**config.mk**
```make
export PLATFORM = sky130hd
export DESIGN_NAME = host_packet_nibble_link_bridge_unit
export DESIGN_NICKNAME = d
export VERILOG_FILES = /design/src/design/hpnlb_pkg.sv /design/src/design/hpnlb_cell.sv /design/src/design/hpnlb_chain.sv /design/src/design/hpnlb_ctrl.sv /design/src/design/host_packet_nibble_link_bridge_unit.sv
export SDC_FILE = /design/constraint.sdc
export NUM_CORES = 1
export LEC_CHECK = 0
export BUFFER_PORTS_ARGS = -buffer_cell sky130_fd_sc_hd__buf_4
export CAP_MARGIN = 30
export CORE_MARGIN = 2
export CORE_UTILIZATION = 57
export DETAILED_ROUTE_END_ITERATION = 6
export HOLD_SLACK_MARGIN = 0.06
export PLACE_DENSITY = 0.81
export SLEW_MARGIN = 30
export SYNTH_ARGS = -nofsm -noshare
export SYNTH_HDL_FRONTEND = slang
export SYNTH_HIERARCHICAL = 1
export SYNTH_SLANG_ARGS = --single-unit
export TNS_END_PERCENT = 20
```
**constraint.sdc**
```tcl
create_clock -name clk_i -period 9.7 [get_ports clk_i]
set_clock_uncertainty 0.2 [all_clocks]
set_input_delay 1.455 -clock clk_i [delete_from_list [all_inputs] [get_ports clk_i]]
set_output_delay 1.455 -clock clk_i [all_outputs]
set_load 0.03 [all_outputs]
```
**src/design/hpnlb_pkg.sv**
```systemverilog
// ----------------------------------------------------------------------------
// hpnlb_pkg
// Shared types and constants of the host packet to nibble link bridge.
// ----------------------------------------------------------------------------
package hpnlb_pkg;

  localparam int unsigned NIB_W     = 4;
  localparam int unsigned BUF_DEPTH = 42;
  localparam int unsigned CNT_W     = 6;

  localparam int unsigned ADDR_NIBS      = 8;
  localparam int unsigned PAYLOAD_NIBS   = 32;
  localparam int unsigned FRAME_ADDR_POS = 2;
  localparam int unsigned FRAME_DATA_POS = 10;

  // reply positions in the cell row once all reply nibbles are shifted in
  localparam int unsigned LOAD_DATA_LO = 10;
  localparam int unsigned RDCR_DATA_LO = 34;

  localparam int unsigned DATA_ALIGNMENT = 16;
  localparam logic [32:0] MEMORY_LIMIT   = 33'h0_8000_0000;
  localparam logic [4:0]  MAX_PAYLOAD    = 5'd16;

  typedef logic [NIB_W-1:0] nib_t;
  typedef logic [CNT_W-1:0] cnt_t;

  // host commands
  localparam logic [2:0] CMD_RD_MEM  = 3'd0;
  localparam logic [2:0] CMD_WR_MEM  = 3'd1;
  localparam logic [2:0] CMD_RD_CTRL = 3'd2;
  localparam logic [2:0] CMD_WR_CTRL = 3'd3;
  localparam logic [2:0] CMD_START   = 3'd4;
  localparam logic [2:0] CMD_STOP    = 3'd5;

  // status codes
  localparam logic [1:0] ST_NONE       = 2'd0;
  localparam logic [1:0] ST_TAKEN      = 2'd1;
  localparam logic [1:0] ST_SEQ_DROP   = 2'd2;
  localparam logic [1:0] ST_CHECK_FAIL = 2'd3;

  // control register checks
  localparam logic [15:0] CTRL_PAGE   = 16'h0002;
  localparam logic [7:0]  CTRL_RD_REG = 8'd16;
  localparam logic [7:0]  CTRL_WR_REG = 8'd17;
  localparam logic [4:0]  CTRL_SIZE   = 5'd8;

  // frame and reply lengths in nibbles
  localparam cnt_t TX_SHORT = CNT_W'(2);
  localparam cnt_t TX_BASE  = CNT_W'(10);
  localparam cnt_t TX_WRCR  = CNT_W'(18);
  localparam cnt_t TX_STORE = CNT_W'(42);
  localparam cnt_t RX_BASE  = CNT_W'(2);
  localparam cnt_t RX_RDCR  = CNT_W'(10);
  localparam cnt_t RX_LOAD  = CNT_W'(34);

  localparam logic [4:0] ACK_SIZE_MEM  = 5'd16;
  localparam logic [4:0] ACK_SIZE_CTRL = 5'd8;

  typedef enum logic [2:0] {
    MODE_IDLE,
    MODE_LOAD,
    MODE_STORE,
    MODE_RDCR,
    MODE_WRCR,
    MODE_STOP
  } mode_e;

  // input item, last field in the lowest bits
  typedef struct packed {
    nib_t        link_reply_nibble;
    logic        link_reply_valid;
    logic        link_accepts;
    logic [63:0] payload_high;
    logic [63:0] payload_low;
    logic [4:0]  payload_size;
    logic [31:0] address;
    logic [15:0] packet_seq;
    logic [2:0]  command;
    logic        packet_valid;
  } in_item_t;

  // result item, last field in the lowest bits
  typedef struct packed {
    logic [1:0]  status;
    logic        stop_pulse;
    logic        start_pulse;
    logic [63:0] ack_data_high;
    logic [63:0] ack_data_low;
    logic [4:0]  ack_size;
    logic [15:0] ack_seq;
    logic        ack_valid;
    logic        reply_ready;
    nib_t        send_nibble;
    logic        send_valid;
  } out_item_t;

  localparam int unsigned IN_ITEM_W  = $bits(in_item_t);
  localparam int unsigned OUT_ITEM_W = $bits(out_item_t);
  localparam int unsigned IN_DATA_W  = ((IN_ITEM_W + 7) / 8) * 8;
  localparam int unsigned OUT_DATA_W = ((OUT_ITEM_W + 7) / 8) * 8;

  typedef logic [BUF_DEPTH-1:0][NIB_W-1:0] row_t;

  typedef struct packed {
    logic load;
    logic skip_first;
    logic shift;
    nib_t shift_in;
  } chain_ctl_t;

endpackage

```
**src/design/hpnlb_cell.sv**
```systemverilog
// ----------------------------------------------------------------------------
// hpnlb_cell
// One nibble cell of the frame and reply row.
// ----------------------------------------------------------------------------
module hpnlb_cell (
  input  logic            clk_i,
  input  logic            load_i,
  input  hpnlb_pkg::nib_t load_nib_i,
  input  logic            shift_i,
  input  hpnlb_pkg::nib_t next_nib_i,
  output hpnlb_pkg::nib_t nib_o
);
  import hpnlb_pkg::*;

  nib_t nib_q, nib_d;

  always_comb begin
    nib_d = nib_q;
    if (load_i) begin
      nib_d = load_nib_i;
    end else if (shift_i) begin
      nib_d = next_nib_i;
    end
  end

  always_ff @(posedge clk_i) begin
    nib_q <= nib_d;
  end

  assign nib_o = nib_q;

endmodule

```
**src/design/hpnlb_chain.sv**
```systemverilog
// ----------------------------------------------------------------------------
// hpnlb_chain
// Row of nibble cells: loads a frame, shifts it out at cell zero and shifts
// reply nibbles in at the top cell.
// ----------------------------------------------------------------------------
module hpnlb_chain (
  input  logic                  clk_i,
  input  hpnlb_pkg::chain_ctl_t ctl_i,
  input  logic [2:0]            command_i,
  input  logic [31:0]           address_i,
  input  logic [63:0]           payload_low_i,
  input  logic [63:0]           payload_high_i,
  output hpnlb_pkg::row_t       row_o
);
  import hpnlb_pkg::*;

  logic [BUF_DEPTH:0][NIB_W-1:0] frame;
  logic [127:0]                  payload;

  assign payload = {payload_high_i, payload_low_i};

  always_comb begin
    frame    = '0;
    frame[0] = NIB_W'(command_i);
    for (int i = 0; i < ADDR_NIBS; i++) begin
      frame[FRAME_ADDR_POS + i] = address_i[NIB_W*i +: NIB_W];
    end
    for (int i = 0; i < PAYLOAD_NIBS; i++) begin
      frame[FRAME_DATA_POS + i] = payload[NIB_W*i +: NIB_W];
    end
  end

  for (genvar g = 0; g < BUF_DEPTH; g++) begin : g_cell
    nib_t load_nib;
    nib_t next_nib;

    // first nibble already on the link: load the frame one place down
    assign load_nib = ctl_i.skip_first ? frame[g+1] : frame[g];

    if (g == BUF_DEPTH - 1) begin : g_top
      assign next_nib = ctl_i.shift_in;
    end else begin : g_mid
      assign next_nib = row_o[g+1];
    end

    hpnlb_cell u_cell (
      .clk_i      (clk_i),
      .load_i     (ctl_i.load),
      .load_nib_i (load_nib),
      .shift_i    (ctl_i.shift),
      .next_nib_i (next_nib),
      .nib_o      (row_o[g])
    );
  end

endmodule

```
**src/design/hpnlb_ctrl.sv**
```systemverilog
// ----------------------------------------------------------------------------
// hpnlb_ctrl
// Transfer sequencer: packet checks, link counters, acknowledgement and
// sequence tracking.
// ----------------------------------------------------------------------------
module hpnlb_ctrl (
  input  logic                  clk_i,
  input  logic                  rst_ni,
  input  logic                  fire_i,
  input  hpnlb_pkg::in_item_t   item_i,
  input  hpnlb_pkg::row_t       row_i,
  output hpnlb_pkg::chain_ctl_t ctl_o,
  output hpnlb_pkg::out_item_t  res_o
);
  import hpnlb_pkg::*;

  mode_e       mode_q, mode_d;
  logic [15:0] exp_seq_q, exp_seq_d;
  logic        flush_q, flush_d;
  cnt_t        sent_q, sent_d, send_total_q, send_total_d;
  cnt_t        recv_q, recv_d, recv_total_q, recv_total_d;
  logic        send_valid_q, send_valid_d;
  nib_t        send_nib_q, send_nib_d;
  logic        reply_ready_q, reply_ready_d;

  logic        busy, sending, send_step, collecting, done, recv_step, may_take;
  logic        look, seq_ok, ok, mem_ok, take;
  logic [15:0] cur_seq;
  cnt_t        ntx, nrx;
  mode_e       new_mode;
  logic [32:0] addr_ext;

  assign busy       = (mode_q != MODE_IDLE);
  assign sending    = busy && (sent_q < send_total_q);
  assign send_step  = sending && item_i.link_accepts;
  assign collecting = busy && !sending;
  assign done       = collecting && (recv_q >= recv_total_q);
  assign recv_step  = collecting && !done && item_i.link_reply_valid;
  assign may_take   = !busy || (done && (mode_q != MODE_STOP));
  assign look       = may_take && item_i.packet_valid;
  // a packet taken on the completion tick carries the advanced number
  assign cur_seq    = done ? (exp_seq_q + 16'd1) : exp_seq_q;
  assign seq_ok     = (item_i.packet_seq == cur_seq);

  assign addr_ext = {1'b0, item_i.address};
  assign mem_ok   = ((item_i.address % 32'(DATA_ALIGNMENT)) == '0) &&
                    ((item_i.payload_size % 5'(DATA_ALIGNMENT)) == '0) &&
                    (item_i.payload_size <= MAX_PAYLOAD) &&
                    (addr_ext <= MEMORY_LIMIT) &&
                    ((addr_ext + 33'(item_i.payload_size)) <= MEMORY_LIMIT);

  // command decode
  always_comb begin
    ok       = 1'b0;
    ntx      = TX_BASE;
    nrx      = RX_BASE;
    new_mode = MODE_IDLE;
    case (item_i.command)
      CMD_RD_MEM: begin
        ok       = mem_ok;
        nrx      = RX_LOAD;
        new_mode = MODE_LOAD;
      end
      CMD_WR_MEM: begin
        ok       = mem_ok;
        ntx      = TX_STORE;
        new_mode = MODE_STORE;
      end
      CMD_RD_CTRL: begin
        ok       = ((item_i.address[31:16] == CTRL_PAGE) ||
                    (item_i.address[7:0] == CTRL_RD_REG)) &&
                   (item_i.payload_size == CTRL_SIZE);
        nrx      = RX_RDCR;
        new_mode = MODE_RDCR;
      end
      CMD_WR_CTRL: begin
        ok       = ((item_i.address[31:16] == CTRL_PAGE) ||
                    (item_i.address[7:0] == CTRL_WR_REG)) &&
                   (item_i.payload_size == CTRL_SIZE);
        ntx      = TX_WRCR;
        new_mode = MODE_WRCR;
      end
      CMD_START: begin
        ok       = 1'b1;
        new_mode = MODE_WRCR;
      end
      CMD_STOP: begin
        ok       = 1'b1;
        ntx      = TX_SHORT;
        new_mode = MODE_STOP;
      end
      default: begin
        ok = 1'b0;
      end
    endcase
  end

  assign take = look && seq_ok && ok;

  // next state
  always_comb begin
    mode_d        = mode_q;
    exp_seq_d     = exp_seq_q;
    flush_d       = flush_q;
    sent_d        = sent_q;
    send_total_d  = send_total_q;
    recv_d        = recv_q;
    recv_total_d  = recv_total_q;
    send_valid_d  = send_valid_q;
    send_nib_d    = send_nib_q;
    reply_ready_d = reply_ready_q;

    if (send_step) begin
      send_nib_d   = row_i[0];
      sent_d       = sent_q + CNT_W'(1);
      send_valid_d = 1'b1;
    end
    if (collecting) begin
      send_valid_d  = 1'b0;
      reply_ready_d = 1'b1;
    end
    if (done) begin
      exp_seq_d     = exp_seq_q + 16'd1;
      mode_d        = MODE_IDLE;
      flush_d       = 1'b0;
      sent_d        = '0;
      send_total_d  = '0;
      recv_d        = '0;
      recv_total_d  = '0;
      reply_ready_d = 1'b0;
    end else if (recv_step) begin
      recv_d = recv_q + CNT_W'(1);
    end

    if (take) begin
      mode_d        = new_mode;
      flush_d       = (item_i.command == CMD_START);
      send_total_d  = ntx;
      recv_total_d  = nrx;
      sent_d        = '0;
      recv_d        = '0;
      send_nib_d    = NIB_W'(item_i.command);
      reply_ready_d = 1'b0;
      if (item_i.link_accepts) begin
        send_valid_d  = 1'b1;
        sent_d        = CNT_W'(1);
        reply_ready_d = (item_i.command >= CMD_START);
      end
    end
  end

  // result item and cell control
  always_comb begin
    res_o             = '0;
    res_o.send_valid  = send_valid_d;
    res_o.send_nibble = send_nib_d;
    res_o.reply_ready = reply_ready_d;
    res_o.ack_valid   = done;

    if (done) begin
      res_o.ack_seq = exp_seq_q;
      case (mode_q)
        MODE_LOAD: begin
          res_o.ack_size = ACK_SIZE_MEM;
          {res_o.ack_data_high, res_o.ack_data_low} = row_i[BUF_DEPTH-1:LOAD_DATA_LO];
        end
        MODE_RDCR: begin
          res_o.ack_size     = ACK_SIZE_CTRL;
          res_o.ack_data_low = 64'(row_i[BUF_DEPTH-1:RDCR_DATA_LO]);
        end
        MODE_WRCR: begin
          res_o.start_pulse = flush_q;
        end
        MODE_STOP: begin
          res_o.stop_pulse = 1'b1;
        end
        default: begin
          res_o.ack_size = '0;
        end
      endcase
    end

    if (!look) begin
      res_o.status = ST_NONE;
    end else if (!seq_ok) begin
      res_o.status = ST_SEQ_DROP;
    end else if (!ok) begin
      res_o.status = ST_CHECK_FAIL;
    end else begin
      res_o.status = ST_TAKEN;
    end

    ctl_o.load       = fire_i && take;
    ctl_o.skip_first = item_i.link_accepts;
    ctl_o.shift      = fire_i && (send_step || recv_step);
    ctl_o.shift_in   = item_i.link_reply_nibble;
  end

  always_ff @(posedge clk_i or negedge rst_ni) begin
    if (!rst_ni) begin
      mode_q        <= MODE_IDLE;
      exp_seq_q     <= 16'd1;
      flush_q       <= 1'b0;
      sent_q        <= '0;
      send_total_q  <= '0;
      recv_q        <= '0;
      recv_total_q  <= '0;
      send_valid_q  <= 1'b0;
      send_nib_q    <= '0;
      reply_ready_q <= 1'b0;
    end else if (fire_i) begin
      mode_q        <= mode_d;
      exp_seq_q     <= exp_seq_d;
      flush_q       <= flush_d;
      sent_q        <= sent_d;
      send_total_q  <= send_total_d;
      recv_q        <= recv_d;
      recv_total_q  <= recv_total_d;
      send_valid_q  <= send_valid_d;
      send_nib_q    <= send_nib_d;
      reply_ready_q <= reply_ready_d;
    end
  end

endmodule

```
**src/design/host_packet_nibble_link_bridge_unit.sv**
```systemverilog
// the result item of an accepted input item is registered and shown in the next cycle
// throughput: one item per cycle while m_axis_tready is high, input taken while the result register drains
// the nibble row shifts one place per link or reply nibble, one per item
// reset: control state cleared asynchronously, sequence number set to one
// the nibble row itself is not reset
// ----------------------------------------------------------------------------
// host_packet_nibble_link_bridge_unit
// Turns host packets into nibble frames on a link and returns acknowledgements.
// ----------------------------------------------------------------------------
module host_packet_nibble_link_bridge_unit (
  input  logic                             clk_i,
  input  logic                             rst_ni,
  input  logic                             s_axis_tvalid,
  output logic                             s_axis_tready,
  // packet_valid, command, packet_seq, address, payload_size, payload_low,
  // payload_high, link_accepts, link_reply_valid, link_reply_nibble
  input  logic [hpnlb_pkg::IN_DATA_W-1:0]  s_axis_tdata,
  output logic                             m_axis_tvalid,
  input  logic                             m_axis_tready,
  // send_valid, send_nibble, reply_ready, ack_valid, ack_seq, ack_size,
  // ack_data_low, ack_data_high, start_pulse, stop_pulse, status
  output logic [hpnlb_pkg::OUT_DATA_W-1:0] m_axis_tdata
);
  import hpnlb_pkg::*;

  in_item_t   in_item;
  out_item_t  res, out_q;
  chain_ctl_t ctl;
  row_t       row;
  logic       fire;
  logic       out_valid_q;

  assign in_item       = in_item_t'(s_axis_tdata[IN_ITEM_W-1:0]);
  assign s_axis_tready = !out_valid_q || m_axis_tready;
  assign fire          = s_axis_tvalid && s_axis_tready;

  hpnlb_ctrl u_ctrl (
    .clk_i  (clk_i),
    .rst_ni (rst_ni),
    .fire_i (fire),
    .item_i (in_item),
    .row_i  (row),
    .ctl_o  (ctl),
    .res_o  (res)
  );

  hpnlb_chain u_chain (
    .clk_i          (clk_i),
    .ctl_i          (ctl),
    .command_i      (in_item.command),
    .address_i      (in_item.address),
    .payload_low_i  (in_item.payload_low),
    .payload_high_i (in_item.payload_high),
    .row_o          (row)
  );

  always_ff @(posedge clk_i or negedge rst_ni) begin
    if (!rst_ni) begin
      out_valid_q <= 1'b0;
    end else if (fire) begin
      out_valid_q <= 1'b1;
    end else if (m_axis_tready) begin
      out_valid_q <= 1'b0;
    end
  end

  always_ff @(posedge clk_i) begin
    if (fire) begin
      out_q <= res;
    end
  end

  assign m_axis_tvalid = out_valid_q;
  assign m_axis_tdata  = OUT_DATA_W'(out_q);

endmodule
```
==> results of run 1 <==
[state kept, by name, summed over array words and instances, names as in the netlist]
name and flops:
u_ctrl/send_nib_q 4, u_chain/g_cell.u_cell/nib_o 168, u_ctrl/send_valid_q 1, m_axis_tdata 160, u_ctrl/exp_seq_q 16, u_ctrl/reply_ready_q 1, u_ctrl/send_total_q 4, u_ctrl/sent_q 6
u_ctrl/flush_q 1, m_axis_tvalid 1, u_ctrl/recv_q 6, u_ctrl/recv_total_q 2, u_ctrl/mode_q 3
[cell type report]
cell class / count / area share, %
flip-flops and latches: 373 / 45.9
clock inverters: 16 / 0.335
clock buffers: 59 / 4.75
inverters: 22 / 0.345
multi-input cells: 964 / 34.6
diodes: 3 / 0.0314
repair buffers: 368 / 11.7
well taps: 455 / 2.38
[power groups by stage]
stage | Sequential, W | Combinational [W] | Clock (W)
after floorplan | 0.00214 | 0.000425 | 0
after global placement | 0.00211 | 0.000702 | 0
after detailed placement | 0.00211 | 0.000722 | 0
after CTS | 0.00208 | 0.000726 | 0.00146
after global routing | 0.00210 | 0.000781 | 0.00152
final | 0.00208 | 0.000727 | 0.00144
[Yosys cell counts, types with 22 or more instances]
cell,count
edfxtp_1,328
clkbuf_1,30
and2_1,116
xnor2_1,24
nand3_1,36
nor2_1,49
mux2_4,101
inv_1,22
a21oi_1,22
mux2_2,225
dfrtp_1,44
a22o_1,35
nand2_1,55
or2_2,45
nor3_1,22
[through the flow]
| step | utilization [%] | hold WS, ns |
|---|---|---|
| CTS | 69.5 | 0.310 |
| detailed placement | 66.0 | 0.296 |
| finish | 69.6 | 0.306 |
| floorplan | - | 0.265 |
| global placement | 66.0 | 0.290 |
| global route | 69.6 | 0.323 |
[layer usage]
layer,up-vias,global-route usage (%)
met1,6479,35.5
met2,581,43.8
li1,6074,-
met3,105,7.43
met5,-,0
met4,0,10.0
[final timing paths]
check / start / to / slack [ns] / depth (start not counted)
setup / recovery: s_axis_tdata[24] / u_chain/g_cell[18].u_cell/nib_o[3]$_DFFE_PP_ / 3.14 / 13
max in group asynchronous: rst_ni / u_ctrl/exp_seq_q[15]$_DFFE_PN0P_ / 8.17 / 1
setup reg to reg: u_ctrl/recv_q[1]$_DFFE_PN0P_ / u_chain/g_cell[18].u_cell/nib_o[3]$_DFFE_PP_ / 4.17 / 16
min in group asynchronous: rst_ni / u_ctrl/sent_q[4]$_DFFE_PN0P_ / 0.72 / 1
hold / removal: u_ctrl/reply_ready_q$_DFFE_PN0P_ / u_ctrl/reply_ready_q$_DFFE_PN0P_ / 0.31 / 1
hold reg to reg: u_ctrl/reply_ready_q$_DFFE_PN0P_ / u_ctrl/reply_ready_q$_DFFE_PN0P_ / 0.31 / 1
[cell usage in the layout (no fill, tap or decap), types with 16 or more instances in the layout]
cell type,count
clkbuf_16,43
buf_4,364
mux2_4,101
edfxtp_1,328
nand4_1,20
nor3_1,22
xnor2_1,24
nor2_1,49
dfrtp_1,44
nand3_1,36
o21ai_0,21
xor2_1,18
mux2_2,225
a21oi_1,22
or2_2,45
nand2_1,54
inv_1,22
a22o_1,35
and2_1,115
clkbuf_1,16
[worst max-delay path, delay by kind of cell]
kind | cells | cell delay [ns]
AO/OA/AOI/OAI | 3 | 1.31
adder cells (fa/ha/maj) | 1 | 0.38
buffers and inverters | 2 | 0.79
multiplexers | 2 | 0.59
AND/OR/NAND/NOR | 5 | 2.03
[cell families after synthesis]
kind of cell    Yosys count
other cells               2
flops                   373
fa+ha+maj                16
mux                     342
buf+inv                  95
compound gates          147
xor+xnor                 42
simple gates            413
==> flow_metrics.tcl, run 1 <==
set metrics [dict create \
    num_rows 68 \
    finalSetupTns_ns 0 \
    synth_compound_area_share_pct 5.62 \
    grt_pass1_wl_mm 75.6 \
    setup_viol 0 \
    layout_worst_path_cycle_share_pct 67.6 \
    dieHeight_um 190 \
    synth_edf_count 328 \
    cts_num_sinks 373 \
    holdBufCountCts 0 \
    netlist_area_mm2 0.0198 \
    path_cells "buf_4 -> ha_1 -> nand2_1 -> o21ai_1 -> nand4_1 -> mux2i_1 -> o21ai_0 -> nor4bb_1 -> a41oi_1 -> nor4_1 -> and2_4 -> buf_4 -> mux2_2" \
    fillers 2423 \
    synth_cells 1430 \
    finalNonFillerCells 2260 \
    rsz0062_at_grt "no" \
    syn_area_per_cell_um2 13.8 \
    start_kind "primary input" \
    worst_slack_ns 3.14 \
    fmax_mhz 152 \
    peakVddDrop_mv 0.134 \
    cts_buffers 41 \
    cts_max_level 2 \
    synthArstFlopShare_pct 12.1 \
    synthAdderAreaFrac_pct 1.05 \
    dr_total_vias 13200 \
    switching_power_w 0.00111 \
    power_density_mw_per_mm2 177 \
    slew_viol_final 0 \
    worst_slew_pin_slew_ns 1.01 \
    regArea_mm2 0.0110 \
    drc 0 \
    grt_max_degree 137 \
    finalWirelength_mm 50.4 \
    gr-total-overflow 0 \
    die_w_um 190 \
    ys_seq_area_share_pct 55.5 \
    dr.pass1.iters 7 \
    fin_crit_ns 6.56 \
    p_sw_share_pct 26.2 \
    root_buffer "clkbuf_16" \
    first_global_vias 13100 \
    drive_gt1_share_pct 45.4 \
    io_buffers 356 \
    syn2layout_area_growth_pct 21.0 \
    postPlaceCellArea_mm2 0.0227 \
    ys_types 81 \
    worst_path_largest_cell_delay_ns 0.89 \
    grtUsageTotal_pct 27.2 \
    gp_congestion 0.904 \
    drv_cap 0 \
    die_area_mm2 0.0362 \
    yosysTopAreaCell "edfxtp_1" \
    cts_tree "built" \
    wl_met3_mm 4.67 \
    cp_data_arrival_time_ns 6.65 \
    start_util_pct 57.5 \
    leakage_nw 9.57 \
    cts_setup_buffers 0 \
    clockBufferDepth 3 \
    yosys.area.top_type_share_pct 49.8 \
    worstPathRequired_ns 9.79 \
    antenna_found_initial 3 \
    dp_cells 2182 \
    crit_top_cell "buf_4" \
    final_area_mm2 0.0239 \
    core_mm2 0.0344 \
    status "complete, no violations" \
    wl_per_cell_um 22.3 \
    pre_cts_ws_ns 2.79 \
    ant_nets 0 \
    synth_top_family_by_area "multiplexers" \
    nets 1982 \
    maxSlewHeadroom_pct 32.0 \
    p_clk_share_pct 33.8 \
    p_seq_share_pct 49.0 \
    routed-wl-met2_mm 23.7 \
    critPathMaxFanout 71 \
    ys_ff_latch 373 \
    cts.clk_slew.worst_paths_ns 0.06 \
    hold_viol_final 0 \
    multi_input_area_mm2 0.00828 \
    crit_slowest_cell "nor4_1" \
    synth-main-ff-cell "edfxtp_1" \
    yosysWarnings 6 \
    wl_met1_mm 20.2 \
    p_int_w 0.00313 \
    highest_layer "met4" \
    p_comb_share_pct 17.1 \
    first_iter_violations 1007 \
    totalPowerFinal_w 0.00424 \
    path_class "in2reg" \
    viasPerCell 5.86 \
    cts.repair.resized 0 \
    synth_xor_area_share_pct 1.86 \
    dp_hpwl_mm 35.4 \
    synthMuxAreaShare_pct 21.3 \
    hp-class "reg2reg" \
    clk_latency_ns 0.55 \
    ios 358 \
    worstSetupEndpointType "register" \
    synth_area_leaders "edfxtp_1 (50%), mux2_2 (13%), mux2_4 (7.7%)" \
    yosys.area_share.simple_pct 11.9 \
]
(Power assumes the default switching activity.)
==> run 2: changes to the inputs <==
==> constraint.sdc (replaced) <==
create_clock -name clk_i -period 6.55 [get_ports clk_i]
set_clock_uncertainty 0.2 [all_clocks]
set_input_delay 0.9825 -clock clk_i [delete_from_list [all_inputs] [get_ports clk_i]]
set_output_delay 0.9825 -clock clk_i [all_outputs]
set_load 0.03 [all_outputs]
==> run 2 against run 1 <==
- first-iteration DRC count fell by 0.70%
- via count barely moved
- critical path depth did not move
- utilization rose by 0.36 points
- setup slack got worse by 2.1 ns
- global-route usage rose by 0.67 points
- total power rose by 50%
- sequential power rose by 49%
- non-clock buffer count rose by 6
- clock power rose by 52%
- largest power group unchanged
==> flow_metrics.tcl, run 2 (same netlist as run 1, synthesis figures left out) <==
set metrics [dict create \
    critPathMaxFanout 48 \
    most-common-layout-cells "buf_4 (368), edfxtp_1 (328), mux2_2 (225)" \
    holdBufCountCts 0 \
    slew_viol_final 0 \
    ant_nets 0 \
    worstSetupEndpointType "register" \
    clk_latency_ns 0.55 \
    first_global_vias 13300 \
    root_buffer "clkbuf_16" \
    grt_pass1_wl_mm 77.3 \
    cts.repair.resized 0 \
    layout_worst_path_cycle_share_pct 84.5 \
    io_buffers 356 \
    leakage_nw 9.64 \
    core_mm2 0.0344 \
    switching_power_w 0.00167 \
    totalPowerFinal_w 0.00637 \
    p_sw_share_pct 26.2 \
    cts_setup_buffers 0 \
    drc 0 \
    fillers 2349 \
    path_class "in2reg" \
    regArea_mm2 0.0110 \
    grt_max_degree 153 \
    dp_hpwl_mm 36.2 \
    drive_gt1_share_pct 46.1 \
    maxSlewHeadroom_pct 25.8 \
    hp-class "in2async" \
    p_seq_share_pct 48.5 \
    dr.pass1.iters 5 \
    die_w_um 190 \
    gp_congestion 0.871 \
    fmax_mhz 181 \
    die_area_mm2 0.0362 \
    grtUsageTotal_pct 27.9 \
    hold_viol_final 0 \
    worstPathRequired_ns 6.64 \
    cp_data_arrival_time_ns 5.63 \
    start_util_pct 57.5 \
    final_common_cell "buf_4" \
    setup_viol 0 \
    fin_crit_ns 5.53 \
    power_density_mw_per_mm2 265 \
    cts_num_sinks 373 \
    ios 358 \
    worst_slew_pin_slew_ns 1.11 \
    finalWirelength_mm 51.4 \
    cts.clk_slew.worst_paths_ns 0.06 \
    syn2layout_area_growth_pct 21.6 \
    p_comb_share_pct 17.1 \
    drv_cap 0 \
    multi_input_area_mm2 0.00828 \
    antenna_found_initial 4 \
    p_int_w 0.00470 \
    finalSetupTns_ns 0 \
    cts_tree "built" \
    cts_max_level 2 \
    clockBufferDepth 3 \
    cts_buffers 39 \
    start_kind "primary input" \
    gr-total-overflow 0 \
    first_iter_violations 1000 \
    rsz0062_at_grt "no" \
    peakVddDrop_mv 0.193 \
    largest_reg_flops 168 \
    num_rows 68 \
    status "complete, no violations" \
    dr_total_vias 13200 \
    dieHeight_um 190 \
    nets 1986 \
    wl_per_cell_um 22.7 \
    viasPerCell 5.85 \
    p_clk_share_pct 34.5 \
]
run 2: layout make-up:
cell class | count | share of cell area [%]
timing repair buffer | 374 | 12.0
tap | 455 | 2.37
clock inverter | 25 | 0.989
inverter | 22 | 0.343
multi-input combinational | 964 | 34.4
sequential | 373 | 45.7
antenna | 4 | 0.0416
clock buffer | 46 | 4.21
run 2: metrics by stage:
stage                     hold WS [ns]  worst slack, ns  util, %  area [µm²]  std cells
after floorplan                  0.265            0.823        -       19800       1432
after global placement           0.290            0.647     66.3       22800       2188
after detailed placement         0.300            0.693     66.3       22800       2188
after CTS                        0.255             1.22     69.9       24000       2259
after global routing             0.297            0.796     69.9       24000       2263
final                            0.268             1.02     69.9       24000       2263
run 2: power groups by stage:
stage               registers, W  clock network [W]  logic, W
floorplan                0.00317                  0  0.000630
global placement         0.00312                  0   0.00104
detailed placement       0.00313                  0   0.00107
CTS                      0.00309            0.00222   0.00108
global route             0.00311            0.00231   0.00117
finish                   0.00309            0.00219   0.00109
run 2: per-layer routing:
| layer | wire length, µm | vias to the layer above | GRT usage [%] |
|---|---|---|---|
| met5 | 0 | - | 0 |
| met3 | 4140 | 98 | 7.05 |
| met4 | 1770 | 0 | 10.8 |
| li1 | - | 6072 | - |
| met2 | 24800 | 555 | 45.6 |
| met1 | 20700 | 6507 | 35.9 |
run 2: final timing paths:
kind | from | endpoint | slack, ns | cells after the start
setup / recovery | s_axis_tdata[24] | u_chain/g_cell[20].u_cell/nib_o[1]$_DFFE_PP_ | 1.02 | 13
hold / removal | rst_ni | u_ctrl/recv_q[2]$_DFFE_PN0P_ | 0.27 | 1
setup reg to reg | u_ctrl/recv_q[1]$_DFFE_PN0P_ | u_chain/g_cell[20].u_cell/nib_o[1]$_DFFE_PP_ | 1.72 | 16
hold reg to reg | u_ctrl/exp_seq_q[15]$_DFFE_PN0P_ | u_ctrl/exp_seq_q[15]$_DFFE_PN0P_ | 0.31 | 1
max in group asynchronous | rst_ni | u_ctrl/exp_seq_q[4]$_DFFE_PN0P_ | 5.45 | 1
min in group clk_i | u_ctrl/exp_seq_q[15]$_DFFE_PN0P_ | u_ctrl/exp_seq_q[15]$_DFFE_PN0P_ | 0.31 | 1
run 2: worst max-delay path, cell delays in order:
cell and delay (ns):
buf_4 0.14, ha_1 0.37, nand2_1 0.15, o21ai_1 0.75, nand4_1 0.22, mux2i_1 0.17
o21ai_0 0.17, nor4bb_1 0.49, a41oi_1 0.44, nor4_1 0.45, and2_4 0.52, buf_12 0.30
mux2_2 0.38
==> run 3: changes to the inputs <==
--- a/config.mk
+++ b/config.mk
@@ -8,10 +8,10 @@
 export BUFFER_PORTS_ARGS = -buffer_cell sky130_fd_sc_hd__buf_4
 export CAP_MARGIN = 30
 export CORE_MARGIN = 2
-export CORE_UTILIZATION = 57
+export CORE_UTILIZATION = 51
 export DETAILED_ROUTE_END_ITERATION = 6
 export HOLD_SLACK_MARGIN = 0.06
-export PLACE_DENSITY = 0.81
+export PLACE_DENSITY = 0.77
 export SLEW_MARGIN = 30
 export SYNTH_ARGS = -nofsm -noshare
 export SYNTH_HDL_FRONTEND = slang
==> constraint.sdc (replaced) <==
create_clock -name clk_i -period 4.95 [get_ports clk_i]
set_clock_uncertainty 0.2 [all_clocks]
set_input_delay 0.7425 -clock clk_i [delete_from_list [all_inputs] [get_ports clk_i]]
set_output_delay 0.7425 -clock clk_i [all_outputs]
set_load 0.03 [all_outputs]
==> run 3 against run 2 <==
- global-route usage shrank 3.1 points
- die area grew 12%
- non-clock buffer count grew 20
==> flow_metrics.tcl, run 3 (same netlist as run 1, synthesis figures left out) <==
set metrics [dict create \
    status "complete, no violations" \
    clk_latency_ns 0.55 \
    power_density_mw_per_mm2 342 \
    fmax_mhz 226 \
    grt_max_degree 157 \
    hp-class "in2reg" \
    start_util_pct 51.4 \
    drive_gt1_share_pct 46.4 \
    first_global_vias 13500 \
    slew_viol_final 0 \
    start_kind "register" \
    wl_per_cell_um 21.7 \
    cts_setup_buffers 0 \
    gr-total-overflow 0 \
    path_class "reg2reg" \
    clockBufferDepth 3 \
    r2r-start "u_ctrl/sent_q[3]$_DFFE_PN0P_" \
    syn2layout_area_growth_pct 23.4 \
    cts_tree "built" \
    cts_max_level 2 \
    cp_data_arrival_time_ns 4.52 \
    first_iter_violations 1020 \
    cts.repair.resized 0 \
    final_util_pct 63.4 \
    grt_util_met3_pct 6.46 \
    most-common-layout-cells "buf_4 (376), edfxtp_1 (328), mux2_2 (225)" \
    worstPathRequired_ns 5.03 \
    worstSetupEndpointType "register" \
    largest_reg_flops 168 \
    dp_hpwl_mm 36.4 \
    ios 358 \
    peakVddDrop_mv 0.288 \
    setup_viol 0 \
    antenna_found_initial 8 \
    switching_power_w 0.00217 \
    die_area_mm2 0.0404 \
    rsz0062_at_grt "no" \
    hp-start "s_axis_tvalid" \
    layout_worst_path_cycle_share_pct 89.5 \
    maxSlewHeadroom_pct 35.3 \
    drc 0 \
    fin_crit_ns 4.43 \
    ff2ff_path_depth 14 \
    ant_nets 0 \
    r2r_slack_ns 0.52 \
    critPathMaxFanout 33 \
    gp_congestion 0.898 \
    p_seq_share_pct 49.0 \
    dr_total_vias 13200 \
    reg2reg_to "u_chain/g_cell[41].u_cell/nib_o[3]$_DFFE_PP_" \
    drv_cap 0 \
    worst_slew_pin_slew_ns 0.970 \
    nets 2007 \
    dieHeight_um 201 \
    hold_end "m_axis_tvalid$_DFFE_PN0P_" \
    num_rows 72 \
    cts_buffers 40 \
    grt.met1_usage_pct 31.4 \
    die_w_um 201 \
    holdWs_ns 0.207 \
    totalPowerFinal_w 0.00833 \
    dr.pass1.iters 5 \
    p_sw_share_pct 26.0 \
    hold_viol_final 0 \
    grtUsageTotal_pct 24.8 \
    grt.busiest_layer "met2" \
    cts.clk_slew.worst_paths_ns 0.06 \
    root_buffer "clkbuf_16" \
    cts_num_sinks 373 \
    use_met2_pct 40.2 \
    p_clk_share_pct 33.8 \
    hold_depth 2 \
    p_comb_share_pct 17.2 \
    cp-startpoint "u_ctrl/sent_q[3]$_DFFE_PN0P_" \
    leakage_nw 9.73 \
    io_buffers 356 \
    final_common_cell "buf_4" \
    grt_pass1_wl_mm 77.8 \
    viasPerCell 5.64 \
    core_mm2 0.0385 \
    finalWirelength_mm 51.0 \
    p_int_w 0.00616 \
]
[run 3: repair_timing]
| item | 4_1_cts | 5_1_grt |
|---|---|---|
| hold buffers | 1 | 0 |
| hold endpoints to repair | 44 | 0 |
| endpoints found under the setup margin | 0 | 0 |
[run 3: final cells by class]
type / instances / area, µm²
tap: 518 / 648
fill: 2928 / 14100
sequential: 373 / 11000
timing repair buffer: 394 / 3170
inverter: 22 / 82.6
clock buffer: 58 / 1110
antenna: 6 / 15.0
multi-input combinational: 964 / 8300
clock inverter: 14 / 104
[run 3: routing by layer]
metal | vias to the layer above | routed length, µm
li1 | 6122 | -
met1 | 6468 | 20600
met2 | 541 | 24100
met3 | 108 | 4130
met4 | 4 | 2100
met5 | - | 25
[run 3: power groups by stage]
stage	logic (W)	clock network, W	registers [W]
2_1_floorplan	0.000835	0	0.00419
3_3_place_gp	0.00138	0	0.00414
3_5_place_dp	0.00142	0	0.00414
4_1_cts	0.00144	0.00288	0.00408
5_1_grt	0.00154	0.00299	0.00412
6_report	0.00144	0.00282	0.00408
[run 3: worst max path at each step]
stage | end | slack [ns] | depth (start not counted)
6_report | u_chain/g_cell[41].u_cell/nib_o[3]$_DFFE_PP_ | 0.52 | 14
5_1_grt | u_chain/g_cell[41].u_cell/nib_o[3]$_DFFE_PP_ | 0.30 | 14
4_1_cts | u_chain/g_cell[41].u_cell/nib_o[3]$_DFFE_PP_ | 0.57 | 14
3_5_place_dp | u_chain/g_cell[41].u_cell/nib_o[3]$_DFFE_PP_ | 0.12 | 16
3_3_place_gp | u_chain/g_cell[38].u_cell/nib_o[3]$_DFFE_PP_ | 0.007 | 16
2_1_floorplan | u_chain/g_cell[0].u_cell/nib_o[0]$_DFFE_PP_ | -0.31 | 17
[run 3: worst max-delay path, stage by stage (launching register included)]
cell and delay (ns):
dfrtp_1 0.46, ha_1 0.31, o211ai_1 0.09, o21a_1 0.27
a211oi_2 0.38, buf_4 0.40, a31o_2 0.21, nand4_1 0.17
nor3_2 0.29, nand3_1 0.12, nor4_2 0.29, and2_4 0.25
buf_12 0.19, buf_12 0.17, mux2_2 0.35
[run 3: through the flow]
step | cells | TNS (ns) | worst slack, ns | instance area [µm²]
final | 2349 | 0 | 0.518 | 24400
after global routing | 2349 | 0 | 0.300 | 24400
after CTS | 2343 | 0 | 0.567 | 24400
after detailed placement | 2270 | 0 | 0.116 | 23200
after global placement | 2270 | 0 | 0.00736 | 23200
after floorplan | 1432 | -95.11 | -0.308 | 19800
